### src/rtl/ptrlr_pkg.sv
// ----------------------------------------------------------------------------
// ptrlr_pkg
// Shared types and constants for the page-to-row LCD refresh block.
// ----------------------------------------------------------------------------
package ptrlr_pkg;

	localparam logic [1:0] OP_WRITE = 2'd0;
	localparam logic [1:0] OP_ROW   = 2'd1;
	localparam logic [1:0] OP_INIT  = 2'd2;

	// command queue between front and back
	localparam int CQ_DEPTH = 2;
	localparam int CQ_AW    = $clog2(CQ_DEPTH);
	localparam int CQ_CW    = $clog2(CQ_DEPTH + 1);

	// result queue
	localparam int OQ_DEPTH = 4;
	localparam int OQ_AW    = $clog2(OQ_DEPTH);
	localparam int OQ_CW    = $clog2(OQ_DEPTH + 1);

	// frame store: one word holds 8 adjacent column bytes of a page
	localparam int MEM_WORDS = 128;
	localparam int MEM_AW    = $clog2(MEM_WORDS);
	localparam int MEM_DW    = 64;

	localparam int ROW_XFERS  = 18;
	localparam int INIT_XFERS = 5;
	localparam int XFER_IDX_W = 5;

	localparam logic [7:0] CMD_ADDR  = 8'h80;
	localparam logic [7:0] HADDR_LOW = 8'h08;

	typedef struct packed {
		logic [1:0] op;
		logic [9:0] byte_addr;
		logic [7:0] byte_value;
		logic [5:0] row;
	} cmd_t;

	typedef struct packed {
		logic [7:0] bus_byte;
		logic       is_data;
		logic       last;
	} res_t;

	function automatic logic [7:0] init_cmd(input logic [2:0] idx);
		logic [7:0] b;
		case (idx)
			3'd0:    b = 8'h30;
			3'd1:    b = 8'h36;
			3'd2:    b = 8'h0C;
			3'd3:    b = 8'h01;
			3'd4:    b = 8'h06;
			default: b = 8'h00;
		endcase
		return b;
	endfunction

endpackage

### src/rtl/ptrlr_outq.sv
// ----------------------------------------------------------------------------
// ptrlr_outq
// Result queue; exposes its fill count so the back end issues on credit.
// ----------------------------------------------------------------------------
module ptrlr_outq (
	input  logic                         clk,
	input  logic                         arst_n,
	input  logic                         in_push,
	input  ptrlr_pkg::res_t              in_data,
	output logic [ptrlr_pkg::OQ_CW-1:0]  count,
	output logic                         empty,
	input  logic                         pop,
	output ptrlr_pkg::res_t              head
);
	import ptrlr_pkg::*;

	res_t             mem_q [OQ_DEPTH];
	logic [OQ_AW-1:0] wr_ptr_q;
	logic [OQ_AW-1:0] rd_ptr_q;
	logic [OQ_CW-1:0] cnt_q;
	logic             do_pop;

	assign count  = cnt_q;
	assign empty  = (cnt_q == '0);
	assign do_pop = pop && !empty;
	assign head   = mem_q[rd_ptr_q];

	always_ff @(posedge clk) begin
		if (in_push) begin
			mem_q[wr_ptr_q] <= in_data;
		end
	end

	always_ff @(posedge clk or negedge arst_n) begin
		if (!arst_n) begin
			wr_ptr_q <= '0;
			rd_ptr_q <= '0;
			cnt_q    <= '0;
		end else begin
			if (in_push) begin
				wr_ptr_q <= wr_ptr_q + 1'b1;
			end
			if (do_pop) begin
				rd_ptr_q <= rd_ptr_q + 1'b1;
			end
			cnt_q <= cnt_q + OQ_CW'(in_push) - OQ_CW'(do_pop);
		end
	end

endmodule

### config.mk
export PLATFORM = sky130hd
export DESIGN_NAME = ptrlr_outq
export DESIGN_NICKNAME = d
export VERILOG_FILES = /design/src/rtl/ptrlr_pkg.sv /design/src/rtl/ptrlr_outq.sv
export SDC_FILE = /design/constraint.sdc
export NUM_CORES = 1
export LEC_CHECK = 0
export BUFFER_PORTS_ARGS = -buffer_cell sky130_fd_sc_hd__buf_4
export CAP_MARGIN = 20
export CORE_UTILIZATION = 30
export CTS_CLUSTER_DIAMETER = 30
export CTS_CLUSTER_SIZE = 25
export DETAILED_ROUTE_END_ITERATION = 6
export GPL_ROUTABILITY_DRIVEN = 0
export PLACE_DENSITY = 0.56
export SLEW_MARGIN = 10
export SYNTH_ARGS = -nofsm -noshare
export SYNTH_HDL_FRONTEND = slang
export SYNTH_SLANG_ARGS = --single-unit
### constraint.sdc
create_clock -name clk -period 6.2 [get_ports clk]
set_input_delay 0.31 -clock clk [delete_from_list [all_inputs] [get_ports clk]]
set_output_delay 0.31 -clock clk [all_outputs]
set_load 0.03 [all_outputs]
### Word-level counts from Yosys, hierarchy flattened

Memories as Yosys holds them, arrays and structs flattened.
Index checks and enable logic that the tools add are counted.

| storage, ports and cells | value |
|---|---|
| latch bits | 0 |
| output and inout bits | 14 |
| register bits | 7 |
| word-level logic and storage cells | 13 |
| memory bits (writable) | 40 |
| memories kept | 1 |
| ROM bits | 0 |

| operators by class | value |
|---|---|
| add/sub/neg operators | 4 |
| mux-type cells | 2 |
| shift operators | 0 |
| eq/ne operators | 0 |
| divide/modulo/power cells | 0 |
| magnitude comparators | 0 |
| bitwise operators | 0 |
| reductions and logical operators | 3 |
| multipliers | 0 |

Memory list:

| memory | depth | width | rd ports | clocked after memory_dff | wr ports | line | source |
|---|---|---|---|---|---|---|---|
| mem_q | 4 | 10 | 1 | 0 | 1 | ptrlr_outq.sv:17 | `res_t mem_q [OQ_DEPTH];` |

Operators by type and width:

| operator | count |
|---|---|
| adder 2 x 1 -> 2 bit (second input constant) | 2 |
| adder 3 x 1 -> 3 bit | 1 |
| zero test 3 bit | 1 |
| subtractor 3 x 1 -> 3 bit | 1 |
| 2-to-1 mux 1 bit | 2 |
| logical AND 1 bit | 1 |
| zero test 1 bit | 1 |

### Longest topological paths before layout

| logic depth | value |
|---|---|
| depth after elaboration | 4 |
| gate-level depth with buffers | 9 |
| depth with buffers taken out | 9 |

### Worst setup path before layout

OpenSTA, ideal clock, no wires.

| timing path | value |
|---|---|
| kind | register -> register |
| start | register cnt_q[1] (netlist: count[1]) |
| end | register cnt_q[2] (netlist: count[2]) |
| slack | 3.973 ns |
| data arrival time | 2.089 ns |
| required time | 6.062 ns |
| stages on the path, launching flop included | 10 |
| cells stage by stage | dfrtp_1 o31ai_1 inv_1 ha_1 inv_1 ha_1 inv_1 fa_1 xnor2_1 xnor2_1 |

| on the way | value |
|---|---|
| word-level cells in the longest chain between the ends | 4 |

Ends and longest elaborated chain:

| element | line | source |
|---|---|---|
| from (decl) | ptrlr_outq.sv:20 | `logic [OQ_CW-1:0] cnt_q;` |
| from (signal assigned) | ptrlr_outq.sv:46 | `cnt_q <= cnt_q + OQ_CW'(in_push) - OQ_CW'(do_pop);` |
| zero test 3 bit | ptrlr_outq.sv:24 | `assign empty = (cnt_q == '0);` |
| zero test 1 bit | ptrlr_outq.sv:25 | `assign do_pop = pop && !empty;` |
| logical AND 1 bit | ptrlr_outq.sv:25 |  |
| net do_pop | ptrlr_outq.sv:21 | `logic do_pop;` |
| subtractor 3 x 1 -> 3 bit | ptrlr_outq.sv:46 |  |

The timed path passes the listed nets, and every way through them passes these cells.
A chain may end at the register's enable or synchronous reset.

==> flow_summary.json <==
{
  "run_status": "complete, no violations",
  "hold_class": "input pin to flip-flop",
  "setup_tns_ns": 0,
  "synth_area_um2": 1846,
  "first_iter_violations": 22,
  "grt_pass1_wl_um": 4692,
  "grt.met1_usage_pct": 12.51,
  "worst_slew_pin_slew_ns": 0.7166,
  "max_cap_viol_count": 0,
  "fmax_ghz": 0.4431,
  "async_reset_ff_share_pct": 14.89,
  "ys_seq_area_share_pct": 74.58,
  "synthesis.nets": 108,
  "remaining_drc_errors": 0,
  "p_sw_uw": 383.0,
  "p_per_area_nw_per_um2": 492.6,
  "grt_overflow": 0,
  "ys_types": 17,
  "fin_crit_ns": 2.257,
  "grt_start_max_net_pins": 15,
  "start_kind": "flip-flop",
  "intPower_uw": 721.4,
  "setup_viol": 0,
  "report.final.hold_viol_count": 0,
  "dieWidth_um": 80.43,
  "num_antenna_cells": 0,
  "clock-skew-final_ns": 0.005341,
  "ant_nets": 0,
  "wl_per_cell_um": 14.92,
  "ys_warn_count": 0,
  "grt_util_met3_pct": 3.295,
  "ys_ff_latch": 47,
  "yosysMostFrequentCell": "edfxtp_1",
  "avgSynthCellArea_um2": 21.21,
  "routed_wl_um": 2910,
  "antenna_found_initial": 0,
  "peakVddDrop_mv": 0.2387,
  "drv_slew": 0,
  "cts-buffers-inserted": 5,
  "vias": 873,
  "timing.hold.ws_ns": 0.2122,
  "critPathMaxFanout": 12,
  "synth_top_area_share_pct": 65.08,
  "dieArea_um2": 6469,
  "power.leakage_nw": 0.8258,
  "ctsResizeCount": 0,
  "post_cts_buffers": 0,
  "cp-end-kind": "output pin",
  "combPwrFrac_pct": 36.2,
  "swShare_pct": 34.68,
  "synth_largest_area_cell": "edfxtp_1",
  "slew_headroom_pct": 52.23,
  "nets": 141,
  "dr.pass1.iters": 4,
  "h-tree-depth": 2,
  "rsz0062_at_grt": "false",
  "syn2layout_area_growth_pct": 21.49,
  "grtUsageTotal_pct": 10.56,
  "criticalPathCategory": "flip-flop to output pin",
  "numPortBuffers": 27,
  "rows": 28,
  "design.core.area_um2": 5921,
  "p_clk_share_pct": 19.2,
  "use_met2_pct": 17.20,
  "dp_hpwl_um": 1951,
  "ys_top_cells_by_area": "edfxtp_1, mux4_2, dfrtp_1",
  "fillers": 556,
  "cts_tree": "yes",
  "synth_commonest_cells": "edfxtp_1, mux4_2, dfrtp_1, inv_1, ha_1",
  "clock_sinks": 47,
  "crit_required_ns": 5.89,
  "layout-drive-gt1-share_pct": 35.00,
  "clock_path_buffers": 2,
  "syn_inst": 87,
  "ioPinCount": 28,
  "clock_latency_ns": 0.29,
  "arrival_ns": 1.95,
  "synth_top_flop_cell": "edfxtp_1",
  "min_period_over_period_pct": 36.40,
  "grt_pass1_vias": 950,
  "clk_pin_slew_worst_paths_ns": 0.08,
  "via_per_inst": 4.477,
  "initial_core_util_pct": 31.17,
  "grt_busiest_layer": "met2",
  "clockRootBuffer": "clkbuf_8",
  "p_seq_share_pct": 44.6,
  "fp.dieH_um": 80.43,
  "synth-edff-count": 40
}
what timing repair did:
item | in CTS | in global routing
hold buffers | 1 | 0
endpoints found under the hold margin | 7 | 0
endpoints found under the setup margin | 0 | 0
per-layer routing:
layer	routed length (um)	share of wire, %
met1	1261	43
met2	1431	49
met3	164	5.6
met4	53	1.8
met5	0	0
per-stage QoR:
step / total power [mW] / setup slack, ns / instances / instance area [um^2] / util, %
2_1_floorplan: 0.7696 / 3.973 / 87 / 1846 / -
3_3_place_gp: 0.8944 / 4.096 / 187 / 2126 / 35.90
3_5_place_dp: 0.9116 / 4.015 / 187 / 2126 / 35.90
4_1_cts: 1.125 / 3.855 / 195 / 2242 / 37.87
5_1_grt: 1.171 / 3.771 / 195 / 2242 / 37.87
6_report: 1.104 / 3.943 / 195 / 2242 / 37.87
power groups by stage:
stage	sequential (mW)	clock [mW]	combinational (mW)
2_1_floorplan	0.478	0	0.291
3_3_place_gp	0.495	0	0.399
3_5_place_dp	0.503	0	0.409
4_1_cts	0.496	0.219	0.409
5_1_grt	0.506	0.231	0.434
6_report	0.493	0.212	0.400
sequential cells by signal, summed over array words and instances, names as in the netlist:
register and flops:
mem_q 40, count 3, rd_ptr_q 2, wr_ptr_q 2
path summary, 6_finish.rpt:
kind	cells after the start	end	start	slack (ns)
hold / removal	1	mem_q[2][2]	in_data[2]	0.21
max in group asynchronous	2	rd_ptr_q[0]	arst_n	5.72
setup / recovery	2	head[0]	rd_ptr_q[0]	3.94
min in group asynchronous	2	count[0]	arst_n	0.35
hold reg to reg	1	wr_ptr_q[0]	wr_ptr_q[0]	0.54
setup reg to reg	9	count[2]	count[1]	4.01
worst max-delay path, stage by stage (launching register included):
cell and delay [ns]:
dfrtp_1 0.81, mux4_1 0.66, buf_4 0.19
placed cells by master, fill, tap and decap left out:
cell	instances
clkbuf_8	5
nand2_1	1
xor2_1	1
edfxtp_1	40
clkinvlp_4	1
fa_1	1
bufinv_16	1
ha_1	6
buf_4	27
dlygate4sd3_1	1
mux4_1	2
inv_1	7
nor3_1	1
mux4_2	8
o31ai_1	1
o21ai_0	1
and2_1	4
o311ai_0	1
xnor2_1	4
dfrtp_1	7
kinds of logic after synthesis:
logic type	count (synthesis)	synth area share, %
compound gates	3	1.153
xor+xnor	5	2.373
fa+ha+maj	7	5.152
buf+inv	9	2.305
flops	47	74.58
mux	10	12.61
simple gates	6	1.830
cell type report:
| class | instances | area, um^2 | area share (%) |
|---|---|---|---|
| Clock inverter | 2 | 37.54 | 1.674 |
| Sequential cell | 47 | 1376 | 61.38 |
| Inverter | 7 | 26.28 | 1.172 |
| Tap cell | 75 | 93.84 | 4.185 |
| Multi-Input combinational cell | 31 | 426.7 | 19.03 |
| Clock buffer | 5 | 68.82 | 3.069 |
| Timing Repair Buffer | 28 | 212.7 | 9.487 |
No activity file was read; power rests on OpenSTA's default activity.
