File: config.mk
export PLATFORM = sky130hd
export DESIGN_NAME = ptrlr_front
export DESIGN_NICKNAME = d
export VERILOG_FILES = /design/src/rtl/ptrlr_pkg.sv /design/src/rtl/ptrlr_front.sv
export SDC_FILE = /design/constraint.sdc
export NUM_CORES = 1
export LEC_CHECK = 0
export ABC_AREA = 1
export BUFFER_PORTS_ARGS = -buffer_cell sky130_fd_sc_hd__buf_4
export CAP_MARGIN = 25
export CORE_ASPECT_RATIO = 0.75
export CORE_MARGIN = 2
export CORE_UTILIZATION = 35
export CTS_CLUSTER_SIZE = 10
export DETAILED_ROUTE_END_ITERATION = 12
export SYNTH_ARGS = -nofsm -noshare
export SYNTH_HDL_FRONTEND = slang
export SYNTH_SLANG_ARGS = --single-unit
File: constraint.sdc
create_clock -name clk -period 3.55 [get_ports clk]
set_input_delay 0.355 -clock clk [delete_from_list [all_inputs] [get_ports clk]]
set_output_delay 0.355 -clock clk [all_outputs]
set_load 0.02 [all_outputs]
File: src/rtl/ptrlr_pkg.sv
// ----------------------------------------------------------------------------
// ptrlr_pkg
// Shared types and constants for the page-to-row LCD refresh block.
// ----------------------------------------------------------------------------
package ptrlr_pkg;

	localparam logic [1:0] OP_WRITE = 2'd0;
	localparam logic [1:0] OP_ROW   = 2'd1;
	localparam logic [1:0] OP_INIT  = 2'd2;

	// command queue between front and back
	localparam int CQ_DEPTH = 2;
	localparam int CQ_AW    = $clog2(CQ_DEPTH);
	localparam int CQ_CW    = $clog2(CQ_DEPTH + 1);

	// result queue
	localparam int OQ_DEPTH = 4;
	localparam int OQ_AW    = $clog2(OQ_DEPTH);
	localparam int OQ_CW    = $clog2(OQ_DEPTH + 1);

	// frame store: one word holds 8 adjacent column bytes of a page
	localparam int MEM_WORDS = 128;
	localparam int MEM_AW    = $clog2(MEM_WORDS);
	localparam int MEM_DW    = 64;

	localparam int ROW_XFERS  = 18;
	localparam int INIT_XFERS = 5;
	localparam int XFER_IDX_W = 5;

	localparam logic [7:0] CMD_ADDR  = 8'h80;
	localparam logic [7:0] HADDR_LOW = 8'h08;

	typedef struct packed {
		logic [1:0] op;
		logic [9:0] byte_addr;
		logic [7:0] byte_value;
		logic [5:0] row;
	} cmd_t;

	typedef struct packed {
		logic [7:0] bus_byte;
		logic       is_data;
		logic       last;
	} res_t;

	function automatic logic [7:0] init_cmd(input logic [2:0] idx);
		logic [7:0] b;
		case (idx)
			3'd0:    b = 8'h30;
			3'd1:    b = 8'h36;
			3'd2:    b = 8'h0C;
			3'd3:    b = 8'h01;
			3'd4:    b = 8'h06;
			default: b = 8'h00;
		endcase
		return b;
	endfunction

endpackage

File: src/rtl/ptrlr_front.sv
// ----------------------------------------------------------------------------
// ptrlr_front
// Input side: accepts requests, drops unused op codes, queues the rest.
// ----------------------------------------------------------------------------
module ptrlr_front (
	input  logic             clk,
	input  logic             arst_n,
	input  logic             push,
	output logic             full,
	input  ptrlr_pkg::cmd_t  in_cmd,
	output logic             cq_valid,
	output ptrlr_pkg::cmd_t  cq_head,
	input  logic             cq_pop
);
	import ptrlr_pkg::*;

	cmd_t             cq_mem_q [CQ_DEPTH];
	logic [CQ_AW-1:0] wr_ptr_q;
	logic [CQ_AW-1:0] rd_ptr_q;
	logic [CQ_CW-1:0] cnt_q;
	logic             accept;
	logic             keep;

	assign full     = (cnt_q == CQ_CW'(CQ_DEPTH));
	assign accept   = push && !full;
	// op 3 is accepted and discarded
	assign keep     = accept && (in_cmd.op == OP_WRITE || in_cmd.op == OP_ROW ||
		in_cmd.op == OP_INIT);
	assign cq_valid = (cnt_q != '0);
	assign cq_head  = cq_mem_q[rd_ptr_q];

	always_ff @(posedge clk) begin
		if (keep) begin
			cq_mem_q[wr_ptr_q] <= in_cmd;
		end
	end

	always_ff @(posedge clk or negedge arst_n) begin
		if (!arst_n) begin
			wr_ptr_q <= '0;
			rd_ptr_q <= '0;
			cnt_q    <= '0;
		end else begin
			if (keep) begin
				wr_ptr_q <= wr_ptr_q + 1'b1;
			end
			if (cq_pop) begin
				rd_ptr_q <= rd_ptr_q + 1'b1;
			end
			cnt_q <= cnt_q + CQ_CW'(keep) - CQ_CW'(cq_pop);
		end
	end

endmodule

-- Yosys cells after proc, flatten, opt, wreduce, memory -nomap -nowiden
Memory sizes are Yosys's and may differ from the RTL's.
Index checks and enable logic that the tools add are counted.
- reductions and logical operators: 7
- $add $sub $neg: 4
- equal/unequal tests: 3
- muxes and demuxes: 2
- operators by type and width (operator ; count):
    $eq 2x2->1 const B ; 2
    $add 1x1->1 const B ; 2
    $add 2x1->2 ; 1
    $eq 2x1->1 const B ; 1
    $logic_and 1x1->1 ; 2
    $logic_not 2->1 ; 1
    $logic_or 1x1->1 ; 2
    $mux 1 ; 2
    $reduce_bool 2->1 ; 1
    $sub 2x1->2 ; 1
    $logic_not 1->1 ; 1
- logic and storage cells: 20
- output and inout port bits: 28
- input port bits: 30
- memories kept: 1
- register bits: 4
- memory bits (writable): 52
- memory list (name ; words ; width ; rd ports ; clocked after Yosys merged registers in ; write ports ; RTL line ; text):
    cq_mem_q ; 2 ; 26 ; 1 ; 0 ; 1 ; ptrlr_front.sv:17 ; cmd_t cq_mem_q [CQ_DEPTH];

-- Depth between registers and ports, before layout
Gate-level depths: netlist of run 1.
- depth after elaboration: 6
- mapped depth: 8
- depth with buffers taken out: 8

-- Worst setup path before layout of run 1
Ideal clock, no wire load.
- path type: input-to-reg
- start: input port in_cmd[24] (netlist name)
- end: memory cq_mem_q[1][0] (netlist name) (enable)
- slack: 1436 ps
- setup time: 410 ps
- arrival: 1703 ps
- stages: 3
- required time: 3140 ps
- path buffers: 0
- path through: nand2_1 nand3_1 nor2_1
- longest elaborated chain between the ends: 6
- elaborated cells between the ends (all ways): 8
- classes of those cells: eq/ne: 2; mux: 2; reduce/logical: 4
- RTL lines (element ; RTL line ; text):
    from (decl) ; ptrlr_front.sv:10 ; input ptrlr_pkg::cmd_t in_cmd,
    $eq 2x1->1 / $logic_not 2->1 (equally long branches) ; ptrlr_front.sv:27 ; assign keep = accept && (in_cmd.op == OP_WRITE || in_cmd.op == OP_ROW ||
    $logic_or 1x1->1 ; ptrlr_front.sv:27 ;
    $logic_or 1x1->1 * ; ptrlr_front.sv:27 ;
    $logic_and 1x1->1 * ; ptrlr_front.sv:27 ;
    $mux 1 * ; ptrlr_front.sv:33 ; if (keep) begin
    $mux 1 (not written as such) * ; ptrlr_front.sv:34 ; cq_mem_q[wr_ptr_q] <= in_cmd;
    to (decl) ; ptrlr_front.sv:17 ;
Every way passes the cells marked *; elsewhere a longest branch is shown, timed or not.

==> metrics.md, run 1 <==
| Metric | Value |
|---|---|
| First-pass GRT wire length | 6.13 mm |
| Initial DRC count | 61 |
| Initial antenna violation count | 0 |
| Cts bufs inserted | 5 |
| Routed via count | 1153 |
| Cell taking the most area after synthesis | edfxtp_1 |
| Clock Skew | 8.79 ps |
| Gate Count Post-Synth | 114 |
| Commonest non-fill, non-tap cell in the layout | buf_4 |
| CP endpoint kind | output pin |
| Final nets | 210 |
| CTS tree | yes |
| Crit-path max FO | 19 |
| Achievable clock frequency | between 0.4 and 0.5 GHz |
| Max rail drop VDD | 0.345 mV |
| Top post-synthesis cells by area | edfxtp_1 (71%), mux2_4 (13%), dfrtp_1 (4.5%), mux2_2 (3.6%), nand2_1 (2.0%) |
| Later-pin clock latency in the skew report | 300 ps |
| IO buf count | 57 |
| GR Overflow Total | 0 |
| Die X | 95.6 um |
| Core Util, Final | 0.457 |
| Largest net degree at the start of global routing | 20 |
| Vias in the first global route | 1238 |
| CTS Hold Bufs | 1 |
| Status | complete, no violations |
| Via density | 4.42 |
| DR DRC count | 0 |
| Pwr/cell area | approximately 770 nW/um2 |
| Post-CTS setup buffers | 0 |
| Register bit count reported by yosys | 56 |
| Most frequent cells in the layout | buf_4 (60), edfxtp_1 (52), mux2_4 (19), nand2_1 (12), mux2_2 (7) |
| Crit path DAT | 1890 ps |
| Leak | 1.15 nW |
| Core area | 6190 um2 |
| Worst Hold Class | input pin to flip-flop |
| Power, Total | 2.18 mW |
| Crit Path Category | flip-flop to output pin |
| Total negative slack | 0 ps |
| Synth-to-layout area growth | 28.3% |
| Final instance area | 2830 um2 |
| FF+latch area | 1660 um2 |
| Clk sinks | 56 |
| Critical Path RT | 3190 ps |
| Die Height | 72.7 um |
| # fillers | 539 |
| Layout cell share with drive strength beyond 1 | 0.528 |
| Pre-CTS setup slack | 1550 ps |
| Post-Syn Nets | 145 |
| CTS max path bufs | 2 |
| DRT Wirelength | about 3.9 mm |
| Gp weighted congestion | 0.668 |
| Placed insts | 252 |
| Clock Pin Slew Worst Setup and Hold Paths | 90 ps |
| Area of the die | 6960 um2 |
| Non-filler cells, final | 261 |
| Initial DRT Pass Iterations | 4 |
| Unrepaired setup endpoints after global routing | false |
| Top cell type's share of synthesized area | 0.708 |
| Multi-input logic area | around 470 um2 |
| CP Launch Type | flip-flop |
| Tightest Pin Transition | 642 ps |
| Final Max Slew Viols | 0 |
| Post-Synthesis Cell Area | 2200 um2 |
| Fin crit share | 0.632 |
| Hpwl dp | ~2.8 mm |
| Count of cell types in the netlist | 13 |
| Routed Antenna Nets | 0 |
| Hold WS | between 200 and 250 ps |
| Hold Fails Final Rpt | 0 |
| Max_cap viols | 0 |
| Post-synthesis sequential area ratio | 0.754 |
| Number of diodes | 0 |
| GRT Util Overall | 0.119 |
| Mean Syn Cell Area | 19.3 um2 |
| Period minus WS final | 2240 ps |
| Num ports | 58 |
| Yosys warning count | 0 |
| H-tree depth | 2 |
| Worst relative slew slack | 0.571 |
| Cell Rows | 25 |
| Wire per inst | 15.1 um |
| Post-route worst setup slack | 1310 ps |
| Cell Area, Placed | 2710 um2 |
| # setup viols final | 0 |
| Initial Utilization | 0.356 |
| Post-cts resize count | 0 |
| Clock Tree Root | clkbuf_8 |
==> cell type report <==
cell class,instances,share of cell area
clock buffers,6,0.0257
clock inverters,2,0.0124
inverters,6,0.00796
multi-input cells,49,0.168
flip-flops and latches,56,0.588
well taps,81,0.0358
repair buffers,61,0.163
==> cells in the mapped netlist <==
cell type	instances
nand2_1	12
mux2_2	7
dfrtp_1	4
mux2_4	19
nor2_1	6
nand4_1	1
nand3_1	2
xor2_1	1
inv_1	6
buf_12	2
edfxtp_1	52
ha_1	1
buf_6	1
==> report_power, final <==
part           internal (mW)  total (mW)  switching (mW)
sequential             0.866       0.926          0.0601
clock                  0.210       0.400           0.190
combinational          0.409       0.853           0.445
total                   1.48        2.18           0.695
==> critical path, cell delays in order (launching register included) <==
cell,delay (ps)
dfrtp_1,630
buf_4,420
mux2_2,380
buf_4,160
==> path summary, 6_finish.rpt <==
path	from	endpoint	slack, ps	cells after the start
max	rd_ptr_q	cq_head[19]	1310	3
min	in_cmd[8]	cq_mem_q[1][8]	230	1
max reg2reg	cnt_q[0]	cq_mem_q[1][19]	1670	5
min reg2reg	wr_ptr_q	wr_ptr_q	590	2
max in group asynchronous	arst_n	cnt_q[1]	3050	2
min in group asynchronous	arst_n	rd_ptr_q	380	2
==> sequential cells by signal, summed over array words and instances (netlist names) <==
register	flops
cnt_q	2
cq_mem_q	52
rd_ptr_q	1
wr_ptr_q	1
==> kinds of logic (layout without fill, tap and decap cells) <==
logic type,after synthesis,count (layout),share of synthesized area
AND/OR/NAND/NOR,21,21,0.0380
buffers and inverters,9,75,0.0335
XOR/XNOR,1,1,0.00397
adder cells (fa/ha/maj),1,1,0.00567
multiplexers,26,26,0.165
flip-flops,56,56,0.754
==> metal layers <==
metal,part of all wire,GRT usage,routed length (um),up-vias
met2,0.46,0.192,1820,44
li1,-,-,-,545
met4,0.0061,0.0286,24,0
met5,0,0,0,-
met3,0.065,0.0372,256,5
met1,0.46,0.159,1830,559
(Power assumes the default switching activity.)
==> run 2: changes to the inputs <==
==> constraint.sdc (replaced) <==
create_clock -name clk -period 2.2 [get_ports clk]
set_input_delay 0.22 -clock clk [delete_from_list [all_inputs] [get_ports clk]]
set_output_delay 0.22 -clock clk [all_outputs]
set_load 0.02 [all_outputs]
==> metrics.md, run 2 (synthesis results as in run 1) <==
| Metric | Value |
|---|---|
| Hold WS | 100 ps (-131 ps) |
| CP Launch Type | flip-flop |
| Num ports | 58 (unchanged) |
| Max_cap viols | 0 (unchanged) |
| Tightest Pin Transition | 527 ps (-115 ps) |
| Commonest non-fill, non-tap cell in the layout | buf_4 |
| Critical Path RT | 1980 ps (-1210 ps) |
| Worst relative slew slack | 0.648 (+0.0771) |
| Initial DRC count | 34 (-44%) |
| # setup viols final | 0 (unchanged) |
| Clock Skew | 3.49 ps (-5.30 ps) |
| CTS max path bufs | 2 (unchanged) |
| Unrepaired setup endpoints after global routing | false |
| Later-pin clock latency in the skew report | 300 ps (about the same) |
| Achievable clock frequency | roughly 0.55 GHz |
| Met3 usage in global routing | 0.0382 (+0.00103) |
| Cts bufs inserted | 5 (unchanged) |
| Placed insts | 253 (+0.40%) |
| Register bank with the most flops | cq_mem_q |
| Top flop regs | cq_mem_q (52), cnt_q (2) |
| Crit Path Category | flip-flop to output pin |
| Initial Utilization | 0.356 (unchanged) |
| Pwr/cell area | 1200 nW/um2 (+56%) |
| DRT Wirelength | 3.59 mm (-8.7%) |
| Initial antenna violation count | 0 (unchanged) |
| Cell at the slowest stage of the critical path | buf_4 |
| Hpwl dp | 2.57 mm (-9.9%) |
| Max reg flops | 52 (unchanged) |
| WP buf/inv | 2 (unchanged) |
| Wire per inst | 13.7 um (-9.1%) |
| Period minus WS final | around 1800 ps |
| Crit path cell chain | buf_4 -> mux2_2 -> buf_4 |
| Crit-path max FO | 27 (+8) |
| Worst Hold Class | input pin to flip-flop |
| Total negative slack | 0 ps (unchanged) |
| Initial DRT Pass Iterations | 4 (unchanged) |
| Area of the die | 6960 um2 (unchanged) |
| Fin crit share | 0.825 |
| Crit path DAT | 1590 ps (-300 ps) |
| Gp weighted congestion | 0.717 (+7.4%) |
| Synth-to-layout area growth | 27.9% |
| Met2 track demand over resource | 0.188 (-0.00389) |
| Cell family with most CP delay | buffers and inverters |
| Most used cell, CP | buf_4 |
| Post-CTS setup buffers | 0 (unchanged) |
| GR Overflow Total | 0 (unchanged) |
| Met1 Use GR | 0.133 (-0.0259) |
| Clock Tree Root | clkbuf_8 |
| Die X | 95.6 um (unchanged) |
| Cell Rows | 25 (unchanged) |
| Status | complete, no violations |
| GRT Util Overall | 0.111 (-0.00868) |
| Layout cell share with drive strength beyond 1 | 0.519 (-0.00844) |
| Routed via count | 1158 (+0.43%) |
| Most used routing layer | met2 |
| Final Max Slew Viols | 0 (unchanged) |
| Max rail drop VDD | 0.499 mV (+45%) |
| Largest net degree at the start of global routing | 28 (+40%) |
| Leak | 1.14 nW (-0.60%) |
| Die Height | 72.7 um (unchanged) |
| IO buf count | 57 (unchanged) |
| Clk sinks | 56 (unchanged) |
| H-tree depth | 2 (unchanged) |
| DR DRC count | 0 (unchanged) |
| Via density | 4.42 (about the same) |
| Largest stage delay, worst path | 410 ps (-220 ps) |
| Non-filler cells, final | 262 (+0.38%) |
| CP endpoint kind | output pin |
| Routed Antenna Nets | 0 (unchanged) |
| Number of diodes | 0 (unchanged) |
| Core area | 6190 um2 (unchanged) |
| Vias in the first global route | 1228 (-0.81%) |
| Clock Pin Slew Worst Setup and Hold Paths | 90 ps (about the same) |
| First-pass GRT wire length | 5.64 mm (-7.9%) |
| Most frequent cells in the layout | buf_4 (60), edfxtp_1 (52), mux2_4 (19), nand2_1 (12), mux2_2 (7) |
| CTS tree | yes |
| Hold Fails Final Rpt | 0 (unchanged) |
| Final nets | 211 (+0.48%) |
-- run 2: changes by cell type in the layout (fill, tap and decap cells not counted) --
cell and change:
buf_12 +1, bufinv_16 -1, clkbuf_1 +1, clkinv_1 +1, clkinv_2 -1
-- run 2: repair_timing --
item                                    4_1_cts  5_1_grt
endpoints found under the hold margin         4        0
resized for setup                             0        0
hold buffers                                  1        0
endpoints found under the setup margin        0        0
-- run 2: layout make-up --
class                   instances  area [um2]
multi-input cells              49         474
clock buffers                   7        76.3
repair buffers                 62         480
fillers                       572        3370
clock inverters                 1        3.75
well taps                      81         101
flip-flops and latches         56        1660
inverters                       6        22.5
-- run 2: metal layers --
metal  wire length, um  part of all wire
met5                 0                 0
met4                40             0.011
met3               319             0.089
met2              1740              0.48
met1              1490              0.42
-- run 2: path summary, 6_finish.rpt --
path / from / depth (start not counted) / to / slack, ps
worst max register to register: cnt_q[1] / 4 / cq_mem_q[0][5] / 570
worst min register to register: wr_ptr_q / 2 / wr_ptr_q / 580
worst max-delay path: rd_ptr_q / 3 / cq_head[12] / 390
max in group asynchronous: arst_n / 2 / rd_ptr_q / 1860
min in group asynchronous: arst_n / 2 / wr_ptr_q / 240
worst min-delay path: in_cmd[22] / 1 / cq_mem_q[1][22] / 100
-- run 2: through the flow --
step	setup WS, ps	util	instance area [um2]	power, mW
3_3_place_gp	657	0.441	2730	2.89
4_1_cts	351	0.455	2820	3.45
6_report	386	0.455	2820	3.40
3_5_place_dp	565	0.441	2730	2.93
5_1_grt	300	0.455	2820	3.59
2_1_floorplan	90.5	-	2200	2.48
-- run 2: report_power, final --
part	total [mW]	internal (mW)	switching [mW]
registers	1.45	1.40	0.0563
logic	1.43	0.679	0.752
clock network	0.516	0.222	0.293
total	3.40	2.30	1.10
==> run 3: changes to the inputs <==
==> constraint.sdc (replaced) <==
create_clock -name clk -period 1.7 [get_ports clk]
set_input_delay 0.17 -clock clk [delete_from_list [all_inputs] [get_ports clk]]
set_output_delay 0.17 -clock clk [all_outputs]
set_load 0.02 [all_outputs]
==> metrics.md, run 3 (synthesis results as in run 1) <==
| Metric | Value |
|---|---|
| Status | complete, no violations |
| Number of diodes | 0 (unchanged) |
| Hold endpoint | cq_mem_q[1][4] |
| # setup viols final | 0 (unchanged) |
| Via density | 4.45 (+0.71%) |
| Most frequent cells in the layout | buf_4 (63), edfxtp_1 (52), mux2_4 (19), nand2_1 (12), mux2_2 (7) |
| Wire per inst | 14.9 um (+9.1%) |
| FF+latch area | 1660 um2 (about the same) |
| Top flop regs | cq_mem_q (52), cnt_q (2) |
| Achievable clock frequency | 0.620 GHz |
| Cts bufs inserted | 5 (unchanged) |
| Die Height | 72.7 um (unchanged) |
| Clk sinks | 56 (unchanged) |
| Die X | 95.6 um (unchanged) |
| Total negative slack | 0 ps (unchanged) |
| Crit Path Category | flip-flop to output pin |
| Register bank with the most flops | cq_mem_q |
| Area of the die | 6960 um2 (unchanged) |
| DR DRC count | 0 (unchanged) |
| Power, Total | 4.57 mW (+34%) |
| Reg2Reg Launch Point | cnt_q[0] |
| Cell Rows | 25 (unchanged) |
| Worst Hold Depth | 1 (unchanged) |
| Post-route worst setup slack | 88.1 ps (-298 ps) |
| Fin crit share | 0.948 |
| Synth-to-layout area growth | 30.9% |
| Initial antenna violation count | 0 (unchanged) |
| CP endpoint kind | output pin |
| Later-pin clock latency in the skew report | 300 ps (about the same) |
| Gp weighted congestion | 0.662 (-7.7%) |
| CP Launch Type | flip-flop |
| Multi-input logic area | 474 um2 (unchanged) |
| Worst reg-to-reg path cell count | 5 (+1) |
| Max rail drop VDD | 0.601 mV (+21%) |
| Period minus WS final | about 1600 ps |
| Unrepaired setup endpoints after global routing | false |
| First-pass GRT wire length | 5.93 mm (+5.1%) |
| IO buf count | 57 (unchanged) |
| Critical Path RT | 1530 ps (-450 ps) |
| Hpwl dp | 2.84 mm (+11%) |
| Initial Utilization | 0.356 (unchanged) |
| GRT Util Overall | 0.117 (+0.00615) |
| Clock Tree Root | clkbuf_8 |
| Pwr/cell area | 1580 nW/um2 (+31%) |
| Vias in the first global route | 1272 (+3.6%) |
| Core area | 6190 um2 (unchanged) |
| Commonest non-fill, non-tap cell in the layout | buf_4 |
| Core Util, Final | 0.466 (+0.0107) |
| Initial DRT Pass Iterations | 4 (unchanged) |
| Largest net degree at the start of global routing | 24 (-14%) |
| Initial DRC count | 54 (+59%) |
| Final nets | 216 (+2.4%) |
| Clock Pin Slew Worst Setup and Hold Paths | 90 ps (about the same) |
| Max_cap viols | 0 (unchanged) |
| Final Max Slew Viols | 0 (unchanged) |
| Max reg flops | 52 (unchanged) |
| Reg2Reg Setup Slack | 280 ps (-290 ps) |
| Worst Hold Class | input pin to flip-flop |
| Layout cell share with drive strength beyond 1 | 0.546 (+0.0266) |
| Routed Antenna Nets | 0 (unchanged) |
| Tightest Pin Transition | 211 ps (-316 ps) |
| # fillers | 562 (-1.7%) |
| CTS max path bufs | 2 (unchanged) |
| Clock Skew | 4.75 ps (+1.26 ps) |
| Worst relative slew slack | 0.860 (+0.211) |
| Hold WS | 52.3 ps (-48.1 ps) |
| Leak | 1.18 nW (+3.3%) |
| H-tree depth | 2 (unchanged) |
| Critical R2R Capture | cq_mem_q[0][21] |
| GR Overflow Total | 0 (unchanged) |
| DRT Wirelength | 3.98 mm (+11%) |
| CTS tree | yes |
| Hold Crit Start | in_cmd[4] |
| Hold Fails Final Rpt | 0 (unchanged) |
| Crit-path max FO | 12 (-56%) |
| Num ports | 58 (unchanged) |
| Routed via count | 1184 (+2.2%) |
| Crit path DAT | 1440 ps (-150 ps) |
| Pre-CTS setup slack | 276 ps (-289 ps) |
[run 3: where the power goes]
| part | leakage [nW] | switching, mW | total [mW] | internal [mW] |
|---|---|---|---|---|
| clock network | 0.0410 | 0.372 | 0.652 | 0.281 |
| registers | 0.524 | 0.104 | 1.91 | 1.81 |
| logic | 0.615 | 1.00 | 2.00 | 1.00 |
[run 3: layer usage]
metal	wire length [um]	GRT usage
met4	44	0.0413
met5	0	0
met1	1690	0.142
met2	1960	0.197
met3	273	0.0372
[run 3: metrics by stage]
step	std cells	instance area (um2)
6_report	266	2890
2_1_floorplan	114	2210
5_1_grt	266	2890
4_1_cts	263	2850
3_3_place_gp	255	2760
3_5_place_dp	255	2760
[run 3: how the worst max path moves through the flow]
stage	from	endpoint	slack, ps	cells past startpoint
after floorplan	cnt_q[1]	cq_mem_q[1][0]	-0.2	3
after global placement	rd_ptr_q	cq_head[25]	310	3
after detailed placement	rd_ptr_q	cq_head[25]	280	3
after CTS	rd_ptr_q	cq_head[25]	4	3
after global routing	rd_ptr_q	cq_head[14]	40	3
final	rd_ptr_q	cq_head[25]	90	3
[run 3: final cells by class]
cell class,instances,share of cell area
Sequential cell,56,0.576
Timing Repair Buffer,67,0.190
Multi-Input combinational cell,49,0.164
Tap cell,81,0.0351
Clock buffer,6,0.0251
Inverter,6,0.00780
Clock inverter,1,0.00173
[run 3: critical path: stages, from the launching register on]
cell,delay (ps)
dfrtp_2,460
buf_12,180
mux2_2,350
buf_4,160
[run 3: what timing repair did]
action,in CTS,in global routing
endpoints found under the setup margin,22,4
endpoints found under the hold margin,4,0
cloned,0,1
hold buffers,1,0
resized for setup,1,0
setup buffers,0,2
